**src/hdl/fp_conditional_move_unit_defines.svh**
```systemverilog
// ----------------------------------------------------------------------------
// fp_conditional_move_unit_defines
// assertion macros shared by the floating-point conditional move unit
// ----------------------------------------------------------------------------
`ifndef FP_CONDITIONAL_MOVE_UNIT_DEFINES_SVH
`define FP_CONDITIONAL_MOVE_UNIT_DEFINES_SVH

// same-cycle implication
`define FCMU_ASSERT_IMPL(lbl, ante, cons) \
  lbl: assert property (@(posedge clk_i) disable iff (!rst_ni) (ante) |-> (cons)) \
    else $error("fcmu implication check failed");

// next-cycle implication
`define FCMU_ASSERT_NEXT(lbl, ante, cons) \
  lbl: assert property (@(posedge clk_i) disable iff (!rst_ni) (ante) |=> (cons)) \
    else $error("fcmu next-cycle check failed");

`endif

```
**src/hdl/fcmu_pkg.sv**
```systemverilog
// ----------------------------------------------------------------------------
// fcmu_pkg
// types, codes and condition functions of the floating-point conditional
// move unit
// ----------------------------------------------------------------------------
package fcmu_pkg;

  localparam int unsigned WORD_COUNT = 64;
  localparam int unsigned ROW_COUNT  = WORD_COUNT / 2;
  localparam int unsigned ROW_W      = $clog2(ROW_COUNT);

  // request types
  localparam logic [1:0] REQ_FMOVCC = 2'd0;
  localparam logic [1:0] REQ_FMOVR  = 2'd1;
  localparam logic [1:0] REQ_WRITE  = 2'd2;

  // result status
  localparam logic [1:0] STAT_NONE  = 2'd0;
  localparam logic [1:0] STAT_UNIMP = 2'd1;
  localparam logic [1:0] STAT_FAULT = 2'd2;

  // precision
  localparam logic [1:0] PREC_QUAD = 2'd3;

  // condition code selects beyond the fcc fields
  localparam logic [2:0] CC_ICC = 3'd4;
  localparam logic [2:0] CC_XCC = 3'd6;

  // register conditions
  localparam logic [2:0] RCOND_Z   = 3'd1;
  localparam logic [2:0] RCOND_LEZ = 3'd2;
  localparam logic [2:0] RCOND_LZ  = 3'd3;
  localparam logic [2:0] RCOND_NZ  = 3'd5;
  localparam logic [2:0] RCOND_GZ  = 3'd6;
  localparam logic [2:0] RCOND_GEZ = 3'd7;

  localparam logic [4:0] MAX_INT_REG = 5'd15;

  // integer condition tests, lower three bits of cond
  localparam logic [2:0] ICC_NEVER = 3'd0;
  localparam logic [2:0] ICC_E     = 3'd1;
  localparam logic [2:0] ICC_LE    = 3'd2;
  localparam logic [2:0] ICC_L     = 3'd3;
  localparam logic [2:0] ICC_LEU   = 3'd4;
  localparam logic [2:0] ICC_CS    = 3'd5;
  localparam logic [2:0] ICC_NEG   = 3'd6;
  localparam logic [2:0] ICC_VS    = 3'd7;

  // bit k set: move when the fcc value is k
  localparam logic [3:0] FCC_MOVE_MASK [16] = '{
    4'h0, 4'hE, 4'h6, 4'hA, 4'h2, 4'hC, 4'h4, 4'h8,
    4'hF, 4'h1, 4'h9, 4'h5, 4'hD, 4'h3, 4'hB, 4'h7
  };

  typedef enum logic [2:0] {
    ST_IDLE,
    ST_RD_A,
    ST_ISSUE_B,
    ST_RD_B,
    ST_DONE
  } state_e;

  function automatic logic fcc_test(input logic [3:0] cond, input logic [1:0] fcc);
    logic [3:0] mask;
    mask = FCC_MOVE_MASK[cond];
    return mask[fcc];
  endfunction

  function automatic logic icc_test(input logic [3:0] cond, input logic [3:0] ccr);
    logic n, z, v, c, t;
    n = ccr[3];
    z = ccr[2];
    v = ccr[1];
    c = ccr[0];
    case (cond[2:0])
      ICC_NEVER: t = 1'b0;
      ICC_E:     t = z;
      ICC_LE:    t = z | (n ^ v);
      ICC_L:     t = n ^ v;
      ICC_LEU:   t = c | z;
      ICC_CS:    t = c;
      ICC_NEG:   t = n;
      ICC_VS:    t = v;
      default:   t = 1'b0;
    endcase
    return cond[3] ? ~t : t;
  endfunction

  // row of a register field: doubles and quads use the odd-number encoding
  function automatic logic [ROW_W-1:0] field_row(input logic [4:0] r, input logic dword);
    return dword ? {r[0], r[4:1]} : {1'b0, r[4:1]};
  endfunction

endpackage

```
**src/hdl/fp_conditional_move_unit.sv**
```systemverilog
// ----------------------------------------------------------------------------
// fp_conditional_move_unit
// executes fmovcc, fmovr and register writes on a 64-word fp register file
// ----------------------------------------------------------------------------
// The input channel (in_valid_i/in_ready_o) carries one instruction per
// transaction; the output channel (out_valid_o/out_ready_i) returns exactly
// one result per transaction, in order.
// The file is held as an even-word bank and an odd-word bank, 32 rows each,
// with registered reads, so a doubleword is one row of both banks.
// Steps per transaction, from input accept to output valid:
//   no move, fault, unimplemented or register write: no bank read
//   single or double move: one bank read, one write back
//   quad move: the second doubleword is read after the first is written
// The next transaction is taken in the cycle after the result is loaded.
// in_ready_o is high only while the sequencer is idle, so one transaction is
// in work at a time; the next is taken while a finished result still waits
// in the output register.
// Reset clears per-word valid bits; unwritten words read as zero, no
// clearing pass is needed. A stalled receiver holds the result in the output
// register and, once another result is finished, holds the sequencer.
// ----------------------------------------------------------------------------
`include "fp_conditional_move_unit_defines.svh"

module fp_conditional_move_unit (
  input  logic               clk_i,
  input  logic               rst_ni,
  input  logic               in_valid_i,
  output logic               in_ready_o,
  input  logic [1:0]         req_type_i,
  input  logic [2:0]         cc_select_i,
  input  logic [3:0]         cond_i,
  input  logic [2:0]         rcond_i,
  input  logic [4:0]         int_reg_num_i,
  input  logic               imm_bit_i,
  input  logic signed [63:0] int_value_i,
  input  logic [7:0]         fcc_all_i,
  input  logic [7:0]         cond_codes_i,
  input  logic [1:0]         precision_i,
  input  logic [4:0]         src_reg_i,
  input  logic [4:0]         dst_reg_i,
  output logic               out_valid_o,
  input  logic               out_ready_i,
  output logic [1:0]         status_o,
  output logic               moved_o,
  output logic [63:0]        data_first_o,
  output logic [63:0]        data_second_o
);

  localparam int unsigned RW = fcmu_pkg::ROW_W;

  fcmu_pkg::state_e state_q, state_d;

  logic [31:0] mem_e [fcmu_pkg::ROW_COUNT];
  logic [31:0] mem_o [fcmu_pkg::ROW_COUNT];
  logic [fcmu_pkg::ROW_COUNT-1:0] vld_e_q, vld_o_q;
  logic [31:0] rd_data_e_q, rd_data_o_q;
  logic        rd_vld_e_q, rd_vld_o_q;

  logic          rd_en, we_e, we_o;
  logic [RW-1:0] rd_row, wr_row;
  logic [31:0]   wdata_e, wdata_o;
  logic [31:0]   rd_word_e, rd_word_o, rd_single;

  logic [1:0]    prec_q, prec_d;
  logic [RW-1:0] src_row_q, src_row_d, dst_row_q, dst_row_d;
  logic          src_bank_q, src_bank_d, dst_bank_q, dst_bank_d;

  logic [1:0]  res_status_q, res_status_d;
  logic        res_moved_q, res_moved_d;
  logic [63:0] res_first_q, res_first_d, res_second_q, res_second_d;

  logic        out_valid_q, out_load;
  logic [1:0]  status_q;
  logic        moved_q;
  logic [63:0] data_first_q, data_second_q;

  logic          dec_go;
  logic [1:0]    dec_status;
  logic          in_dword;
  logic [RW-1:0] in_src_row, in_dst_row;
  logic          wr_phase;

  // decode of the incoming instruction
  always_comb begin
    dec_go     = 1'b0;
    dec_status = fcmu_pkg::STAT_NONE;
    case (req_type_i)
      fcmu_pkg::REQ_FMOVCC: begin
        if (!cc_select_i[2]) begin
          dec_go = fcmu_pkg::fcc_test(cond_i, fcc_all_i[{cc_select_i[1:0], 1'b0} +: 2]);
        end else if (cc_select_i == fcmu_pkg::CC_ICC) begin
          dec_go = fcmu_pkg::icc_test(cond_i, cond_codes_i[3:0]);
        end else if (cc_select_i == fcmu_pkg::CC_XCC) begin
          dec_go = fcmu_pkg::icc_test(cond_i, cond_codes_i[7:4]);
        end
      end
      fcmu_pkg::REQ_FMOVR: begin
        if (int_reg_num_i > fcmu_pkg::MAX_INT_REG || imm_bit_i) begin
          dec_status = fcmu_pkg::STAT_UNIMP;
        end else begin
          case (rcond_i)
            fcmu_pkg::RCOND_Z:   dec_go = (int_value_i == '0);
            fcmu_pkg::RCOND_LEZ: dec_go = (int_value_i == '0) || int_value_i[63];
            fcmu_pkg::RCOND_LZ:  dec_go = int_value_i[63];
            fcmu_pkg::RCOND_NZ:  dec_go = (int_value_i != '0);
            fcmu_pkg::RCOND_GZ:  dec_go = (int_value_i != '0) && !int_value_i[63];
            fcmu_pkg::RCOND_GEZ: dec_go = !int_value_i[63];
            default:             dec_status = fcmu_pkg::STAT_FAULT;
          endcase
        end
      end
      default: ;
    endcase
  end

  assign in_dword   = precision_i[1];
  assign in_src_row = fcmu_pkg::field_row(src_reg_i, in_dword);
  assign in_dst_row = fcmu_pkg::field_row(dst_reg_i, in_dword);

  assign rd_word_e = rd_vld_e_q ? rd_data_e_q : '0;
  assign rd_word_o = rd_vld_o_q ? rd_data_o_q : '0;
  assign rd_single = src_bank_q ? rd_word_o : rd_word_e;

  // sequencer
  always_comb begin
    state_d      = state_q;
    in_ready_o   = (state_q == fcmu_pkg::ST_IDLE);
    rd_en        = 1'b0;
    rd_row       = src_row_q;
    we_e         = 1'b0;
    we_o         = 1'b0;
    wr_row       = dst_row_q;
    wdata_e      = rd_word_e;
    wdata_o      = rd_word_o;
    prec_d       = prec_q;
    src_row_d    = src_row_q;
    dst_row_d    = dst_row_q;
    src_bank_d   = src_bank_q;
    dst_bank_d   = dst_bank_q;
    res_status_d = res_status_q;
    res_moved_d  = res_moved_q;
    res_first_d  = res_first_q;
    res_second_d = res_second_q;
    out_load     = 1'b0;
    case (state_q)
      fcmu_pkg::ST_IDLE: begin
        if (in_valid_i) begin
          prec_d       = precision_i;
          src_row_d    = in_src_row;
          dst_row_d    = in_dst_row;
          src_bank_d   = src_reg_i[0];
          dst_bank_d   = dst_reg_i[0];
          res_status_d = dec_status;
          res_moved_d  = 1'b0;
          res_first_d  = '0;
          res_second_d = '0;
          state_d      = fcmu_pkg::ST_DONE;
          case (req_type_i)
            fcmu_pkg::REQ_FMOVCC, fcmu_pkg::REQ_FMOVR: begin
              if (dec_go) begin
                rd_en   = 1'b1;
                rd_row  = in_src_row;
                state_d = fcmu_pkg::ST_RD_A;
              end
            end
            fcmu_pkg::REQ_WRITE: begin
              res_moved_d = 1'b1;
              wr_row      = in_dst_row;
              wdata_o     = int_value_i[31:0];
              if (!in_dword) begin
                res_first_d = {32'd0, int_value_i[31:0]};
                wdata_e     = int_value_i[31:0];
                we_e        = !dst_reg_i[0];
                we_o        = dst_reg_i[0];
              end else begin
                res_first_d = int_value_i;
                wdata_e     = int_value_i[63:32];
                we_e        = 1'b1;
                we_o        = 1'b1;
              end
            end
            default: ;
          endcase
        end
      end
      fcmu_pkg::ST_RD_A: begin
        res_moved_d = 1'b1;
        if (!prec_q[1]) begin
          wdata_e     = rd_single;
          wdata_o     = rd_single;
          we_e        = !dst_bank_q;
          we_o        = dst_bank_q;
          res_first_d = {32'd0, rd_single};
          state_d     = fcmu_pkg::ST_DONE;
        end else begin
          we_e        = 1'b1;
          we_o        = 1'b1;
          res_first_d = {rd_word_e, rd_word_o};
          state_d     = (prec_q == fcmu_pkg::PREC_QUAD) ? fcmu_pkg::ST_ISSUE_B
                                                        : fcmu_pkg::ST_DONE;
        end
      end
      fcmu_pkg::ST_ISSUE_B: begin
        // issued after the first write so an overlapping row reads new data
        rd_en   = 1'b1;
        rd_row  = src_row_q + RW'(1);
        state_d = fcmu_pkg::ST_RD_B;
      end
      fcmu_pkg::ST_RD_B: begin
        wr_row       = dst_row_q + RW'(1);
        we_e         = 1'b1;
        we_o         = 1'b1;
        res_second_d = {rd_word_e, rd_word_o};
        state_d      = fcmu_pkg::ST_DONE;
      end
      fcmu_pkg::ST_DONE: begin
        if (!out_valid_q || out_ready_i) begin
          out_load = 1'b1;
          state_d  = fcmu_pkg::ST_IDLE;
        end
      end
      default: state_d = fcmu_pkg::ST_IDLE;
    endcase
  end

  always_ff @(posedge clk_i or negedge rst_ni) begin
    if (!rst_ni) begin
      state_q <= fcmu_pkg::ST_IDLE;
    end else begin
      state_q <= state_d;
    end
  end

  // register file banks
  always_ff @(posedge clk_i) begin
    if (we_e) begin
      mem_e[wr_row] <= wdata_e;
    end
    if (we_o) begin
      mem_o[wr_row] <= wdata_o;
    end
    if (rd_en) begin
      rd_data_e_q <= mem_e[rd_row];
      rd_data_o_q <= mem_o[rd_row];
    end
  end

  always_ff @(posedge clk_i or negedge rst_ni) begin
    if (!rst_ni) begin
      vld_e_q    <= '0;
      vld_o_q    <= '0;
      rd_vld_e_q <= 1'b0;
      rd_vld_o_q <= 1'b0;
    end else begin
      if (we_e) begin
        vld_e_q[wr_row] <= 1'b1;
      end
      if (we_o) begin
        vld_o_q[wr_row] <= 1'b1;
      end
      if (rd_en) begin
        rd_vld_e_q <= vld_e_q[rd_row];
        rd_vld_o_q <= vld_o_q[rd_row];
      end
    end
  end

  // working registers
  always_ff @(posedge clk_i) begin
    prec_q       <= prec_d;
    src_row_q    <= src_row_d;
    dst_row_q    <= dst_row_d;
    src_bank_q   <= src_bank_d;
    dst_bank_q   <= dst_bank_d;
    res_status_q <= res_status_d;
    res_moved_q  <= res_moved_d;
    res_first_q  <= res_first_d;
    res_second_q <= res_second_d;
  end

  // output register
  always_ff @(posedge clk_i or negedge rst_ni) begin
    if (!rst_ni) begin
      out_valid_q <= 1'b0;
    end else if (out_load) begin
      out_valid_q <= 1'b1;
    end else if (out_ready_i) begin
      out_valid_q <= 1'b0;
    end
  end

  always_ff @(posedge clk_i) begin
    if (out_load) begin
      status_q      <= res_status_q;
      moved_q       <= res_moved_q;
      data_first_q  <= res_first_q;
      data_second_q <= res_second_q;
    end
  end

  assign out_valid_o   = out_valid_q;
  assign status_o      = status_q;
  assign moved_o       = moved_q;
  assign data_first_o  = data_first_q;
  assign data_second_o = data_second_q;

  assign wr_phase = (state_q == fcmu_pkg::ST_RD_A) || (state_q == fcmu_pkg::ST_RD_B) ||
                    ((state_q == fcmu_pkg::ST_IDLE) && in_valid_i);

  `FCMU_ASSERT_IMPL(a_moved_no_error, out_valid_o && moved_o, status_o == fcmu_pkg::STAT_NONE)
  `FCMU_ASSERT_IMPL(a_second_needs_move, out_valid_o && (data_second_o != '0), moved_o)
  `FCMU_ASSERT_NEXT(a_busy_after_accept, in_valid_i && in_ready_o, state_q != fcmu_pkg::ST_IDLE)
  `FCMU_ASSERT_IMPL(a_write_states, we_e || we_o, wr_phase)

endmodule
```
**config.mk**
```make
export PLATFORM = sky130hd
export DESIGN_NAME = fp_conditional_move_unit
export DESIGN_NICKNAME = d
export VERILOG_FILES = /design/src/hdl/fcmu_pkg.sv /design/src/hdl/fp_conditional_move_unit.sv
export VERILOG_INCLUDE_DIRS = /design/src /design/src/hdl
export SDC_FILE = /design/constraint.sdc
export NUM_CORES = 2
export LEC_CHECK = 0
export ABC_CLOCK_PERIOD_IN_PS = 11000
export BUFFER_PORTS_ARGS = -buffer_cell sky130_fd_sc_hd__buf_2
export CORE_AREA = 2 2 380 476
export DETAILED_ROUTE_END_ITERATION = 6
export DIE_AREA = 0 0 382 478
export GPL_TIMING_DRIVEN = 0
export HOLD_SLACK_MARGIN = 0.06
export PLACE_DENSITY = 0.72
export SLEW_MARGIN = 20
export SYNTH_ARGS = -nofsm -noshare
export SYNTH_HDL_FRONTEND = slang
export SYNTH_SLANG_ARGS = --single-unit
export TNS_END_PERCENT = 100
```
**constraint.sdc**
```tcl
create_clock -name clk_i -period 11 [get_ports clk_i]
set_clock_uncertainty 0.05 [all_clocks]
set_input_delay 1.65 -clock clk_i [delete_from_list [all_inputs] [get_ports clk_i]]
set_output_delay 1.65 -clock clk_i [all_outputs]
set_load 0.05 [all_outputs]
```
==> flow_summary.yaml <==
outcome:
  status: "finished, violations left"
  violations: "design-rule violations"
timing:
  fmax_ghz: 0.131
  setup_violations: 0
  grt_setup_unrepaired: "false"
  worst_pin_slew_ns: 1.18
  fin_crit_sh: 0.692
  slew_headroom: 0.210
  hold_viol: 0
  period_needed_ns: 7.61
  tns_ns: 0
  maxSlewViolCount: 0
placed_design:
  place_congestion: 1.02
  place_area_sq_um: 108000
  io_buffers: 242
  dp_hpwl_um: 257000
synth:
  ys_seq_elements: 2458
  syn_area_per_cell_sq_um: 12.6
  ys.flop_type: "edfxtp_1"
  yosysTopAreaCell: "edfxtp_1"
  synth_edf_count: 2388
  ys_top_cells_by_area: "edfxtp_1 72%, nand2_1 9.6%, nand3_1 6.7%"
  syn-num-nets: 8005
  yosysSeqAreaShare: 0.742
  yosysWarningCount: 0
  netlist_area_sq_um: 99000
  yosysTopAreaCellShare: 0.724
  synth-async-reset-ratio: 0.0285
  syn_inst: 7884
  synth.distinct_cells: 68
cts:
  post-cts-setup-buffers: 0
  clk_latency_ns: 0.93
  numCtsBuffers: 224
  clock-sinks: 2458
  htree_levels: 4
  hold_buffers: 0
  cts_tree: "built"
  clockBufferDepth: 3
  cts_resized: 0
  root_buffer: "clkbuf_16"
  clkTransAtPathRegs_ns: 0.06
power:
  p_per_area_nw_per_um2: 273
  p_leak_nw: 41.3
  ir_drop_mv: 0.176
die:
  io_pins: 247
  rows: 174
  die_w_um: 382
  die_y_um: 478
  die_area_sq_um: 183000
  initial_core_util: 0.554
  core_sq_um: 179000
critical_path:
  critPathMaxFanout: 10
  crit_required_ns: 11.51
  critPathLaunchType: "input port"
  worstSetupEndpointType: "flip-flop"
  worstPathArrival_ns: 8.12
  crit_start: "int_value_i[17]"
  r2r_slack_ns: 4.78
  path_class: "input port to flip-flop"
  r2r_start: "state_q[1]"
run:
  cap_violations: 0
layout:
  syn_to_final_growth_pct: 16.1
  fin_area_sq_um: 115000
  drive_above_1_share: 0.141
  final_nets: 8612
drt:
  highest_layer: "met5"
  wl_met2_um: 160000
  via_count: 72110
  routed_wl_um: 360000
  dr_wl_met3_um: 45900
  routed_via_density: 6.50
  m1WireLength_um: 121000
  drc: 5
  post_drt_wl_per_cell_um: 32.4
  antenna_left: 0
  drtIter0Drc: 12397
  firstDrtPassIters: 7
hold_path:
  min_from: "res_first_q[60]"
  hp-class: "flip-flop to flip-flop"
global_routing:
  grt_use_total: 0.390
  gr-total-overflow: 0
  grt_pass1_vias: 66903
  grt_pass1_wl_um: 496000
  antenna_found_initial: 37
  grt_max_degree: 55
state kept, by name (all words and copies together), names as in the netlist, 2 cells and up:
| name | cells |
|---|---|
| data_first_o | 64 |
| data_second_o | 64 |
| dst_row_q | 5 |
| mem_e | 1024 |
| mem_o | 1024 |
| prec_q | 2 |
| rd_data_e_q | 32 |
| rd_data_o_q | 32 |
| res_first_q | 64 |
| res_second_q | 64 |
| res_status_q | 2 |
| src_row_q | 5 |
| state_q | 3 |
| status_o | 2 |
| vld_e_q | 32 |
| vld_o_q | 32 |
cell usage in the layout, fill, tap and decap left out, types with 12 or more instances in the layout:
master / instances
buf_16: 64
or2_2: 68
edfxtp_1: 2388
and2_1: 12
nand3_1: 1323
buf_2: 516
buf_12: 64
mux2i_1: 40
o21ai_0: 127
clkinv_2: 40
a22o_1: 19
diode_2: 43
bufinv_16: 18
a21o_1: 14
buf_1: 29
and4_1: 63
clkinv_1: 55
o211ai_1: 259
nor4_1: 17
nor2_1: 135
clkbuf_16: 225
buf_4: 29
a21oi_1: 24
clkbuf_1: 215
dfrtp_1: 70
o221ai_4: 41
nor2_4: 66
nand2_1: 2537
synthesized netlist by cell type, types with 28 or more instances:
master and n:
dfrtp_1 70, nand3_1 1323, buf_1 29, o21ai_0 128, a22o_1 29, clkbuf_1 176
nand2_1 2539, buf_2 275, mux2i_1 40, or2_2 68, o211ai_1 259, buf_4 28
edfxtp_1 2388, nor2_1 199, and4_1 63, o221ai_1 44
worst paths after layout:
| kind | to | depth (start not counted) |
|---|---|---|
| max in group asynchronous | out_valid_o | 2 |
| setup / recovery | rd_data_e_q[9] | 14 |
| hold / removal | data_first_o[60] | 0 |
| min in group asynchronous | vld_e_q[6] | 1 |
| setup reg to reg | mem_e[26][17] | 11 |
| hold reg to reg | data_first_o[60] | 0 |
power by group:
group	total [W]	internal, W	switching (W)
clock	0.00777	0.00423	0.00354
combinational	0.0119	0.00274	0.00920
sequential	0.0117	0.0115	0.000198
total	0.0314	0.0185	0.0129
routing by layer:
metal	global-route usage	vias up
met2	0.582	5720
met4	0.301	20
met1	0.488	35229
met3	0.103	1284
li1	-	29857
met5	0	-
final cells by class:
cell class	instances	area, sq um
inverters	9	36.3
diodes	43	108
well taps	2376	2970
clock inverters	141	1320
clock buffers	277	5890
fillers	13125	63700
plain buffers	513	2420
flip-flops and latches	2458	73500
repair buffers	381	4400
multi-input cells	4904	24400
worst max-delay path, stage by stage:
cell and delay, ns:
buf_2 0.18, nor4_1 0.59, nand4_1 0.25, nor4_1 0.76, mux2i_1 0.16, o2bb2ai_1 0.86, o211ai_1 0.35, o22ai_1 0.20
a21oi_1 0.18, buf_2 0.28, nor2_4 0.73, clkbuf_1 0.79, o211ai_1 0.53, and4_1 0.58
metrics by stage:
step	util	setup slack, ns	power (W)	hold slack (ns)	cells
after floorplan	-	3.56	0.0179	0.350	7884
after global placement	0.577	0.924	0.0227	0.351	10502
after detailed placement	0.602	2.68	0.0233	0.355	10641
after CTS	0.643	3.62	0.0309	0.342	11059
after global routing	0.643	3.66	0.0321	0.372	11068
final	0.643	3.39	0.0314	0.358	11102
kinds of logic after synthesis:
| logic type | share of synthesized area |
|---|---|
| AND/OR/NAND/NOR | 0.186 |
| adder cells (fa/ha/maj) | 0.000884 |
| XOR/XNOR | 0.000354 |
| multiplexers | 0.00507 |
| AO/OA/AOI/OAI | 0.0414 |
| buffers and inverters | 0.0247 |
| flip-flops | 0.742 |
Note: power is estimated with default switching activity, not from simulation.
